File: src/hdl/tals_pkg.sv
// Shared package for the tilt-angle LED segment block.
// Holds widths, reset values, register indexes, control types and the arctangent table.
// No dependencies.
`default_nettype none

package tals_pkg;

    localparam int ANGLE_BITS_DEF   = 16;
    localparam int CORDIC_STEPS_DEF = 16;
    localparam int MAX_LEDS         = 64;
    localparam int MAX_SEGMENT      = 8;

    localparam int IN_W        = 16;
    localparam int SCALE_SHIFT = 16;
    localparam int VEC_W       = IN_W + SCALE_SHIFT + 3;
    localparam int LED_W       = 7;
    localparam int SEC_W       = 6;
    localparam int LEN_W       = 4;
    localparam int CFG_IDX_W   = 2;
    localparam int CFG_W       = 7;
    localparam int S_TDATA_W   = 32;
    localparam int M_TDATA_W   = 48;
    localparam int M_PAD_W     = M_TDATA_W - (LED_W + SEC_W + 2 * IN_W);
    localparam int ATAN_IDX_W  = 5;

    localparam logic [LED_W-1:0] LED_COUNT_RST = 7'd35;
    localparam logic [LEN_W-1:0] SEG_LEN_RST   = 4'd3;

    localparam logic [CFG_IDX_W-1:0] REG_LED_COUNT = 2'd0;
    localparam logic [CFG_IDX_W-1:0] REG_SEG_LEN   = 2'd1;

    typedef enum logic [1:0] {
        ST_IDLE,
        ST_ANGLE,
        ST_LEDS
    } top_state_t;

    typedef enum logic [1:0] {
        PH_IDLE,
        PH_SCALE,
        PH_FIRST,
        PH_EMIT
    } seq_phase_t;

    typedef struct packed {
        logic             start;
        logic [LED_W-1:0] n;
        logic [LEN_W-1:0] len;
    } seg_ctl_t;

    typedef struct packed {
        logic valid;
        logic last;
        logic done;
    } seg_stat_t;

    // atan(2^-i) in units of 1/2^32 turn, truncated
    function automatic logic [31:0] atan_turn(input logic [ATAN_IDX_W-1:0] idx);
        logic [31:0] r;
        case (idx)
            5'd0:    r = 32'h2000_0000;
            5'd1:    r = 32'h12E4_051D;
            5'd2:    r = 32'h09FB_385B;
            5'd3:    r = 32'h0511_11D4;
            5'd4:    r = 32'h028B_0D43;
            5'd5:    r = 32'h0145_D7E1;
            5'd6:    r = 32'h00A2_F61E;
            5'd7:    r = 32'h0051_7C55;
            5'd8:    r = 32'h0028_BE53;
            5'd9:    r = 32'h0014_5F2F;
            5'd10:   r = 32'h000A_2F98;
            5'd11:   r = 32'h0005_17CC;
            5'd12:   r = 32'h0002_8BE6;
            5'd13:   r = 32'h0001_45F3;
            5'd14:   r = 32'h0000_A2F9;
            5'd15:   r = 32'h0000_517C;
            5'd16:   r = 32'h0000_28BE;
            5'd17:   r = 32'h0000_145F;
            5'd18:   r = 32'h0000_0A2F;
            5'd19:   r = 32'h0000_0517;
            5'd20:   r = 32'h0000_028B;
            5'd21:   r = 32'h0000_0145;
            5'd22:   r = 32'h0000_00A2;
            5'd23:   r = 32'h0000_0051;
            default: r = 32'h0000_0000;
        endcase
        return r;
    endfunction

endpackage

`default_nettype wire

File: src/hdl/tilt_angle_led_segment.sv
// Top level of the tilt-angle LED segment block: stream ports, config registers, peak tracking.
// Instantiates tals_cordic and tals_ledseq. Depends on tals_pkg.
//
// One accelerometer sample (x, y) in, one LED transfer out per lit LED. The angle is found by
// an iterative CORDIC that does one micro-rotation per cycle. A sample occupies the block
// until its last LED transfer is taken, also while the result side holds m_tready low.
// s_tready is high only while the block is idle. Every result carries the x and y readings
// of greatest magnitude seen since reset, already updated by the current sample; the last
// LED of a sample is marked with m_tlast. led_count and the segment length are written through
// the cfg port; the user must write them only while idle, which the block does not enforce;
// zero reads as one and values above MAX_LEDS or MAX_SEGMENT are clamped.
`default_nettype none

module tilt_angle_led_segment #(
    parameter int ANGLE_BITS   = tals_pkg::ANGLE_BITS_DEF,
    parameter int CORDIC_STEPS = tals_pkg::CORDIC_STEPS_DEF
) (
    input  wire logic                              aclk,
    input  wire logic                              aresetn,
    // [15:0] accel_x, [31:16] accel_y
    input  wire logic [tals_pkg::S_TDATA_W-1:0]    s_tdata,
    input  wire logic                              s_tvalid,
    output logic                                   s_tready,
    // [6:0] led_number, [12:7] sector_index, [28:13] peak_x, [44:29] peak_y, [47:45] zero
    output logic [tals_pkg::M_TDATA_W-1:0]         m_tdata,
    output logic                                   m_tlast,
    output logic                                   m_tvalid,
    input  wire logic                              m_tready,
    input  wire logic                              cfg_wr_en,
    input  wire logic [tals_pkg::CFG_IDX_W-1:0]    cfg_index,
    input  wire logic [tals_pkg::CFG_W-1:0]        cfg_data
);

    localparam int IW = tals_pkg::IN_W;
    localparam int LW = tals_pkg::LED_W;
    localparam int NW = tals_pkg::LEN_W;
    localparam logic [31:0] MAX_LEDS_U    = 32'(tals_pkg::MAX_LEDS);
    localparam logic [31:0] MAX_SEGMENT_U = 32'(tals_pkg::MAX_SEGMENT);

    tals_pkg::top_state_t state_reg, state_next;
    logic [LW-1:0]        led_count_reg, led_count_next;
    logic [NW-1:0]        seg_len_reg, seg_len_next;
    logic signed [IW-1:0] peak_x_reg, peak_x_next;
    logic signed [IW-1:0] peak_y_reg, peak_y_next;

    logic signed [IW-1:0] in_x, in_y;
    logic [IW:0]          abs_x, abs_y, abs_px, abs_py;
    logic                 s_xfer;
    logic [LW-1:0]        n_eff;
    logic [NW-1:0]        len_eff;

    logic                  cordic_done;
    logic [ANGLE_BITS-1:0] angle;
    tals_pkg::seg_ctl_t    seg_ctl;
    tals_pkg::seg_stat_t   seg_stat;
    logic [LW-1:0]         led_number, sector;

    function automatic logic [IW:0] mag(input logic signed [IW-1:0] v);
        logic signed [IW:0] e;
        e = {v[IW-1], v};
        return v[IW-1] ? (IW + 1)'(-e) : (IW + 1)'(e);
    endfunction

    assign in_x   = s_tdata[IW-1:0];
    assign in_y   = s_tdata[2*IW-1:IW];
    assign abs_x  = mag(in_x);
    assign abs_y  = mag(in_y);
    assign abs_px = mag(peak_x_reg);
    assign abs_py = mag(peak_y_reg);

    assign s_tready = (state_reg == tals_pkg::ST_IDLE);
    assign s_xfer   = s_tvalid && s_tready;

    always_comb begin
        if (led_count_reg == '0) begin
            n_eff = LW'(1);
        end else if (32'(led_count_reg) > MAX_LEDS_U) begin
            n_eff = LW'(tals_pkg::MAX_LEDS);
        end else begin
            n_eff = led_count_reg;
        end
        if (seg_len_reg == '0) begin
            len_eff = NW'(1);
        end else if (32'(seg_len_reg) > MAX_SEGMENT_U) begin
            len_eff = NW'(tals_pkg::MAX_SEGMENT);
        end else begin
            len_eff = seg_len_reg;
        end
    end

    always_comb begin
        led_count_next = led_count_reg;
        seg_len_next   = seg_len_reg;
        if (cfg_wr_en) begin
            case (cfg_index)
                tals_pkg::REG_LED_COUNT: led_count_next = cfg_data[LW-1:0];
                tals_pkg::REG_SEG_LEN:   seg_len_next   = cfg_data[NW-1:0];
                default:                 ;
            endcase
        end
    end

    always_comb begin
        state_next  = state_reg;
        peak_x_next = peak_x_reg;
        peak_y_next = peak_y_reg;
        case (state_reg)
            tals_pkg::ST_IDLE: begin
                if (s_xfer) begin
                    if (abs_x > abs_px) peak_x_next = in_x;
                    if (abs_y > abs_py) peak_y_next = in_y;
                    state_next = tals_pkg::ST_ANGLE;
                end
            end
            tals_pkg::ST_ANGLE: begin
                if (cordic_done) state_next = tals_pkg::ST_LEDS;
            end
            tals_pkg::ST_LEDS: begin
                if (seg_stat.done) state_next = tals_pkg::ST_IDLE;
            end
            default: begin
                state_next = tals_pkg::ST_IDLE;
            end
        endcase
    end

    always_ff @(posedge aclk) begin
        if (!aresetn) begin
            state_reg     <= tals_pkg::ST_IDLE;
            led_count_reg <= tals_pkg::LED_COUNT_RST;
            seg_len_reg   <= tals_pkg::SEG_LEN_RST;
            peak_x_reg    <= '0;
            peak_y_reg    <= '0;
        end else begin
            state_reg     <= state_next;
            led_count_reg <= led_count_next;
            seg_len_reg   <= seg_len_next;
            peak_x_reg    <= peak_x_next;
            peak_y_reg    <= peak_y_next;
        end
    end

    tals_cordic #(
        .ANGLE_BITS   (ANGLE_BITS),
        .CORDIC_STEPS (CORDIC_STEPS)
    ) u_cordic (
        .aclk    (aclk),
        .aresetn (aresetn),
        .start   (s_xfer),
        .x_in    (in_x),
        .y_in    (in_y),
        .done    (cordic_done),
        .angle   (angle)
    );

    assign seg_ctl.start = cordic_done;
    assign seg_ctl.n     = n_eff;
    assign seg_ctl.len   = len_eff;

    tals_ledseq #(
        .ANGLE_BITS (ANGLE_BITS)
    ) u_ledseq (
        .aclk       (aclk),
        .aresetn    (aresetn),
        .ctl        (seg_ctl),
        .angle      (angle),
        .out_ready  (m_tready),
        .stat       (seg_stat),
        .led_number (led_number),
        .sector     (sector)
    );

    assign m_tvalid = seg_stat.valid;
    assign m_tlast  = seg_stat.last;
    assign m_tdata  = {{tals_pkg::M_PAD_W{1'b0}}, peak_y_reg, peak_x_reg,
                       sector[tals_pkg::SEC_W-1:0], led_number};

endmodule

`default_nettype wire

File: src/hdl/tals_cordic.sv
// Iterative CORDIC in vectoring mode: one micro-rotation per cycle on a shared add/shift unit.
// Produces the atan2 angle in 1/2^ANGLE_BITS turn. Depends on tals_pkg.
`default_nettype none

module tals_cordic #(
    parameter int ANGLE_BITS   = tals_pkg::ANGLE_BITS_DEF,
    parameter int CORDIC_STEPS = tals_pkg::CORDIC_STEPS_DEF
) (
    input  wire logic                              aclk,
    input  wire logic                              aresetn,
    input  wire logic                              start,
    input  wire logic signed [tals_pkg::IN_W-1:0]  x_in,
    input  wire logic signed [tals_pkg::IN_W-1:0]  y_in,
    output logic                                   done,
    output logic [ANGLE_BITS-1:0]                  angle
);

    localparam int W      = tals_pkg::VEC_W;
    localparam int STEP_W = (CORDIC_STEPS > 1) ? $clog2(CORDIC_STEPS) : 1;
    localparam logic [STEP_W-1:0] LAST_STEP = STEP_W'(CORDIC_STEPS - 1);
    localparam logic [31:0] HALF_LSB = 32'(1) << (31 - ANGLE_BITS);

    logic                  run_reg, run_next;
    logic                  fin_reg, fin_next;
    logic                  done_reg, done_next;
    logic [STEP_W-1:0]     step_reg, step_next;
    logic signed [W-1:0]   x_reg, x_next;
    logic signed [W-1:0]   y_reg, y_next;
    logic [31:0]           z_reg, z_next;
    logic                  zero_reg, zero_next;
    logic [ANGLE_BITS-1:0] angle_reg, angle_next;

    logic signed [W-1:0]   x_ext, y_ext, dx, dy;
    logic [31:0]           phase, atan_val;

    assign x_ext    = {{(W - 32){x_in[tals_pkg::IN_W-1]}}, x_in, 16'h0000};
    assign y_ext    = {{(W - 32){y_in[tals_pkg::IN_W-1]}}, y_in, 16'h0000};
    assign dx       = y_reg >>> step_reg;
    assign dy       = x_reg >>> step_reg;
    assign atan_val = tals_pkg::atan_turn(tals_pkg::ATAN_IDX_W'(step_reg));
    assign phase    = z_reg + HALF_LSB;

    always_comb begin
        run_next   = run_reg;
        fin_next   = 1'b0;
        done_next  = 1'b0;
        step_next  = step_reg;
        x_next     = x_reg;
        y_next     = y_reg;
        z_next     = z_reg;
        zero_next  = zero_reg;
        angle_next = angle_reg;
        if (start) begin
            run_next  = 1'b1;
            step_next = '0;
            zero_next = (x_in == '0) && (y_in == '0);
            if (x_in[tals_pkg::IN_W-1]) begin
                x_next = -x_ext;
                y_next = -y_ext;
                z_next = 32'h8000_0000;
            end else begin
                x_next = x_ext;
                y_next = y_ext;
                z_next = 32'h0000_0000;
            end
        end else if (run_reg) begin
            if (!y_reg[W-1]) begin
                x_next = x_reg + dx;
                y_next = y_reg - dy;
                z_next = z_reg + atan_val;
            end else begin
                x_next = x_reg - dx;
                y_next = y_reg + dy;
                z_next = z_reg - atan_val;
            end
            if (step_reg == LAST_STEP) begin
                run_next = 1'b0;
                fin_next = 1'b1;
            end else begin
                step_next = step_reg + 1'b1;
            end
        end else if (fin_reg) begin
            angle_next = zero_reg ? '0 : phase[31 -: ANGLE_BITS];
            done_next  = 1'b1;
        end
    end

    always_ff @(posedge aclk) begin
        if (!aresetn) begin
            run_reg  <= 1'b0;
            fin_reg  <= 1'b0;
            done_reg <= 1'b0;
        end else begin
            run_reg  <= run_next;
            fin_reg  <= fin_next;
            done_reg <= done_next;
        end
    end

    always_ff @(posedge aclk) begin
        step_reg  <= step_next;
        x_reg     <= x_next;
        y_reg     <= y_next;
        z_reg     <= z_next;
        zero_reg  <= zero_next;
        angle_reg <= angle_next;
    end

    assign done  = done_reg;
    assign angle = angle_reg;

endmodule

`default_nettype wire

File: src/hdl/tals_ledseq.sv
// LED segment sequencer: scales the angle to a sector, then steps through the lit LEDs.
// Registers led number and sector; last flag is combinational. Depends on tals_pkg.
`default_nettype none

module tals_ledseq #(
    parameter int ANGLE_BITS = tals_pkg::ANGLE_BITS_DEF
) (
    input  wire logic                        aclk,
    input  wire logic                        aresetn,
    input  wire tals_pkg::seg_ctl_t          ctl,
    input  wire logic [ANGLE_BITS-1:0]       angle,
    input  wire logic                        out_ready,
    output tals_pkg::seg_stat_t              stat,
    output logic [tals_pkg::LED_W-1:0]       led_number,
    output logic [tals_pkg::LED_W-1:0]       sector
);

    localparam int LW = tals_pkg::LED_W;
    localparam int PW = ANGLE_BITS + LW;

    tals_pkg::seq_phase_t       phase_reg, phase_next;
    logic [LW-1:0]              sector_reg, sector_next;
    logic [LW-1:0]              led_reg, led_next;
    logic [tals_pkg::LEN_W-1:0] k_reg, k_next;
    logic [PW-1:0]              prod;
    logic                       is_last;

    assign prod    = PW'(angle) * PW'(ctl.n);
    assign is_last = (k_reg == (ctl.len - 1'b1));

    always_comb begin
        phase_next  = phase_reg;
        sector_next = sector_reg;
        led_next    = led_reg;
        k_next      = k_reg;
        stat.valid  = 1'b0;
        stat.last   = is_last;
        stat.done   = 1'b0;
        case (phase_reg)
            tals_pkg::PH_IDLE: begin
                if (ctl.start) begin
                    phase_next = tals_pkg::PH_SCALE;
                end
            end
            tals_pkg::PH_SCALE: begin
                sector_next = prod[ANGLE_BITS +: LW];
                phase_next  = tals_pkg::PH_FIRST;
            end
            tals_pkg::PH_FIRST: begin
                led_next   = (sector_reg == '0) ? ctl.n : sector_reg;
                k_next     = '0;
                phase_next = tals_pkg::PH_EMIT;
            end
            tals_pkg::PH_EMIT: begin
                stat.valid = 1'b1;
                if (out_ready) begin
                    if (is_last) begin
                        stat.done  = 1'b1;
                        phase_next = tals_pkg::PH_IDLE;
                    end else begin
                        k_next   = k_reg + 1'b1;
                        led_next = (led_reg == ctl.n) ? LW'(1) : led_reg + 1'b1;
                    end
                end
            end
            default: begin
                phase_next = tals_pkg::PH_IDLE;
            end
        endcase
    end

    always_ff @(posedge aclk) begin
        if (!aresetn) begin
            phase_reg <= tals_pkg::PH_IDLE;
        end else begin
            phase_reg <= phase_next;
        end
    end

    always_ff @(posedge aclk) begin
        sector_reg <= sector_next;
        led_reg    <= led_next;
        k_reg      <= k_next;
    end

    assign led_number = led_reg;
    assign sector     = sector_reg;

endmodule

`default_nettype wire
File: config.mk
export PLATFORM = sky130hd
export DESIGN_NAME = tilt_angle_led_segment
export DESIGN_NICKNAME = d
export VERILOG_FILES = /design/src/hdl/tals_pkg.sv /design/src/hdl/tilt_angle_led_segment.sv /design/src/hdl/tals_cordic.sv /design/src/hdl/tals_ledseq.sv
export SDC_FILE = /design/constraint.sdc
export NUM_CORES = 1
export LEC_CHECK = 0
export ABC_CLOCK_PERIOD_IN_PS = 16420
export BUFFER_PORTS_ARGS = -buffer_cell sky130_fd_sc_hd__clkbuf_2
export CORE_ASPECT_RATIO = 0.7
export CORE_UTILIZATION = 28
export CTS_BUF_LIST = sky130_fd_sc_hd__clkbuf_16
export CTS_CLUSTER_DIAMETER = 30
export DETAILED_ROUTE_END_ITERATION = 7
export GPL_ROUTABILITY_DRIVEN = 0
export SLEW_MARGIN = 15
export SYNTH_ARGS = -nofsm -noshare
export SYNTH_HDL_FRONTEND = slang
export SYNTH_SLANG_ARGS = --single-unit
export TNS_END_PERCENT = 20
File: constraint.sdc
create_clock -name aclk -period 16.42 [get_ports aclk]
set_clock_uncertainty 0.15 [all_clocks]
set_input_delay 3.284 -clock aclk [delete_from_list [all_inputs] [get_ports aclk]]
set_output_delay 3.284 -clock aclk [all_outputs]
set_load 0.01 [all_outputs]
==> impl_metrics.ini <==
[status]
status = complete, no violations

[drt]
drtPass1Iterations = 7
antenna_left = 0
drtIter0Drc = 1912
vias_per_cell = 5.24
num_vias = 21600
drc = 0
detail_route.wl_per_cell_um = 17.3
routed_wl_um = 71400

[global_routing]
met3_usage_pct = 3.58
busiest_layer = met1
antenna_found_initial = 1
grt_pass1_wl_um = 114000
grt_use_met1_pct = 23.9
grt_max_degree = 76
grt_pass1_vias = 20200
grt_overflow = 0
use_met2_pct = 21.2
grt_util_all_layers_pct = 15.5

[setup_path]
crit_fanout = 59
cpMaxStageDelayCell = buf_4
slowest_delay_ps = 730
crit_chain = buf_4, inv_2, mux2i_1, mux4_2, a21oi_1, nand4_1, nand2b_1, nor2_1, xor2_1, o22ai_1, a22o_1, ha_1, nand2_1, o21ai_0, a21o_1, a221o_1, o41ai_1, o21ai_0, a21o_1, a21oi_1, xnor2_1, o21ai_0
cpLargestDelayFamily = compound AO/OA/AOI/OAI gates
startpoint_type = flip-flop
critPathLaunch = u_cordic.step_reg[1]$_SDFFE_PP0P_
cp_data_arrival_time_ps = 7520
cp.required_ps = 16560
path_class = reg -> reg
cpMostUsedCell = o21ai_0
cp-end-kind = flip-flop
r2r-start = u_cordic.step_reg[1]$_SDFFE_PP0P_
worst-path-buf-inv = 2

[synthesis]
syn_avg_cell_area_um2 = 8.68
synth-edff-count = 137
yosys.cell_count.top_type = nand2_1
yosysTopAreaCell = edfxtp_1
synthCells = 2884
syn_area_mm2 = 0.0250
synth_cell_types = 91
post_synth_most_frequent_cells = nand2_1, nor2_1, a21oi_1
ys_seq_elements = 221
synth.area.top_cells = edfxtp_1, ha_1, dfxtp_1
synthArstFlopShare_pct = 0
synthFlopType = edfxtp_1
yosysWarnings = 0
ys_seq_area_share_pct = 23.1
synth_top_area_share_pct = 16.4

[cts]
root_buffer = clkbuf_16
cts_buffers = 52
cts_tree = yes
cts.clk_slew.worst_paths_ps = 50
postCtsSetupBuffers = 0
ctsLongestPathBuffers = 3
postCtsHoldBufs = 0
cts_resized = 0
clock_sinks = 221
htree_num_levels = 2
clock_latency_ps = 610

[finish]
areaGrowthSynthToFinish_pct = 12.6
drive_above_1_share_pct = 11.5
fin_area_mm2 = 0.0282
nets = 3232

[floorplan]
dieArea_mm2 = 0.0906
initial_core_util_pct = 28.3
io_pins = 97
num_rows = 91
dieHeight_um = 252
core-area_mm2 = 0.0884
dieWidth_um = 359

[power]
p_total_w = 0.00707
peakVddDrop_v = 0.000122
power_frac_seq_pct = 17.7
switching_power_w = 0.00336
leakage_nw = 11.4
power.density_mw_per_mm2 = 251
power_frac_comb_pct = 68.3
swShare_pct = 47.6
intPower_w = 0.00370
power_frac_clock_pct = 14.0

[flow_run]
maxCapViolCount = 0

[timing]
setup_tns_ps = 0
post-route-period-util_pct = 44.9
rsz0062_at_grt = false
tightest_slew_ps = 1070
finalHoldViolCount = 0
relSlewSlack_pct = 27.9
drv_slew = 0
finalSetupViolCount = 0
clock.fmax_mhz = 136
period_needed_ps = 7380

[placement]
dpl-instance-area_mm2 = 0.0265
hpwl_um = 53400
io_buffers = 93

[min_path]
hp-start = seg_len_reg[0]$_SDFFE_PN1P_
hold_path.class = reg -> reg
==> tightest hold or removal path, stage by stage, from the launching register on <==
cell,delay (ps)
dfxtp_1,320
mux2i_1,70
nand2_1,60
==> logic make-up after synthesis <==
kind of cell / share of synthesized area [%]
AO/OA/AOI/OAI: 16.5
XOR/XNOR: 9.59
adder cells (fa/ha/maj): 15.5
buffers and inverters: 4.70
flip-flops: 23.1
multiplexers: 11.6
other: 0.0300
AND/OR/NAND/NOR: 19.0
==> cell type report <==
cell class / instances / area, um2
multi-input combinational: 2392 / 18100
clock inverter: 42 / 358
inverter: 133 / 500
sequential: 221 / 5810
antenna: 1 / 2.50
timing repair buffer: 118 / 653
fill: 9235 / 60200
tap: 1162 / 1450
clock buffer: 52 / 1300
==> per-layer routing <==
metal	routed length, um	vias up
li1	-	10500
met1	36400	10400
met5	0	-
met2	28000	680
met4	1360	0
met3	5680	89
==> path summary, 6_finish.rpt <==
check | end | slack (ps) | cells past startpoint
hold reg to reg | seg_len_reg[0]$_SDFFE_PN1P_ | 330 | 2
hold / removal | seg_len_reg[0]$_SDFFE_PN1P_ | 330 | 2
setup reg to reg | u_cordic.y_reg[33]$_DFFE_PP_ | 9040 | 22
setup / recovery | u_cordic.y_reg[33]$_DFFE_PP_ | 9040 | 22
==> cells in the final DEF (no fill, tap or decap), types with 17 or more instances in the layout <==
cell and count:
a21oi_1 224, o31ai_1 24, clkbuf_16 52, mux2_2 43
edfxtp_1 137, inv_1 136, nor2_1 265, o21ai_0 136
nor2b_1 39, dfxtp_1 80, or3_1 36, nand4_1 21
clkbuf_2 93, mux2i_1 105, nand2_1 280, and2_1 107
mux4_2 55, a211oi_1 22, and3_1 25, ha_1 197
xor2_1 103, nand2b_1 32, or2_2 17, o211ai_1 17
a21o_1 53, o22ai_1 23, nor3_1 40, nand3_1 62
xnor2_1 171, buf_4 25, fa_1 71, o21a_1 24
a31oi_1 31
==> power groups by stage <==
stage                     combinational (W)  sequential (W)  clock [W]
final                               0.00483         0.00125   0.000990
after CTS                           0.00476         0.00124    0.00101
after global routing                0.00538         0.00127    0.00104
after detailed placement            0.00473         0.00124          0
after floorplan                     0.00387         0.00109          0
after global placement              0.00470         0.00124          0
==> stage by stage <==
stage / std cells / setup slack (ps) / hold WS [ps] / util, %
floorplan: 2888 / 8970 / 275 / -
global placement: 4026 / 8320 / 307 / 30.0
detailed placement: 4026 / 8210 / 315 / 30.0
CTS: 4120 / 8820 / 322 / 31.9
global route: 4120 / 8600 / 358 / 31.9
finish: 4121 / 9040 / 326 / 31.9
No activity file was read; power rests on OpenSTA's default activity.
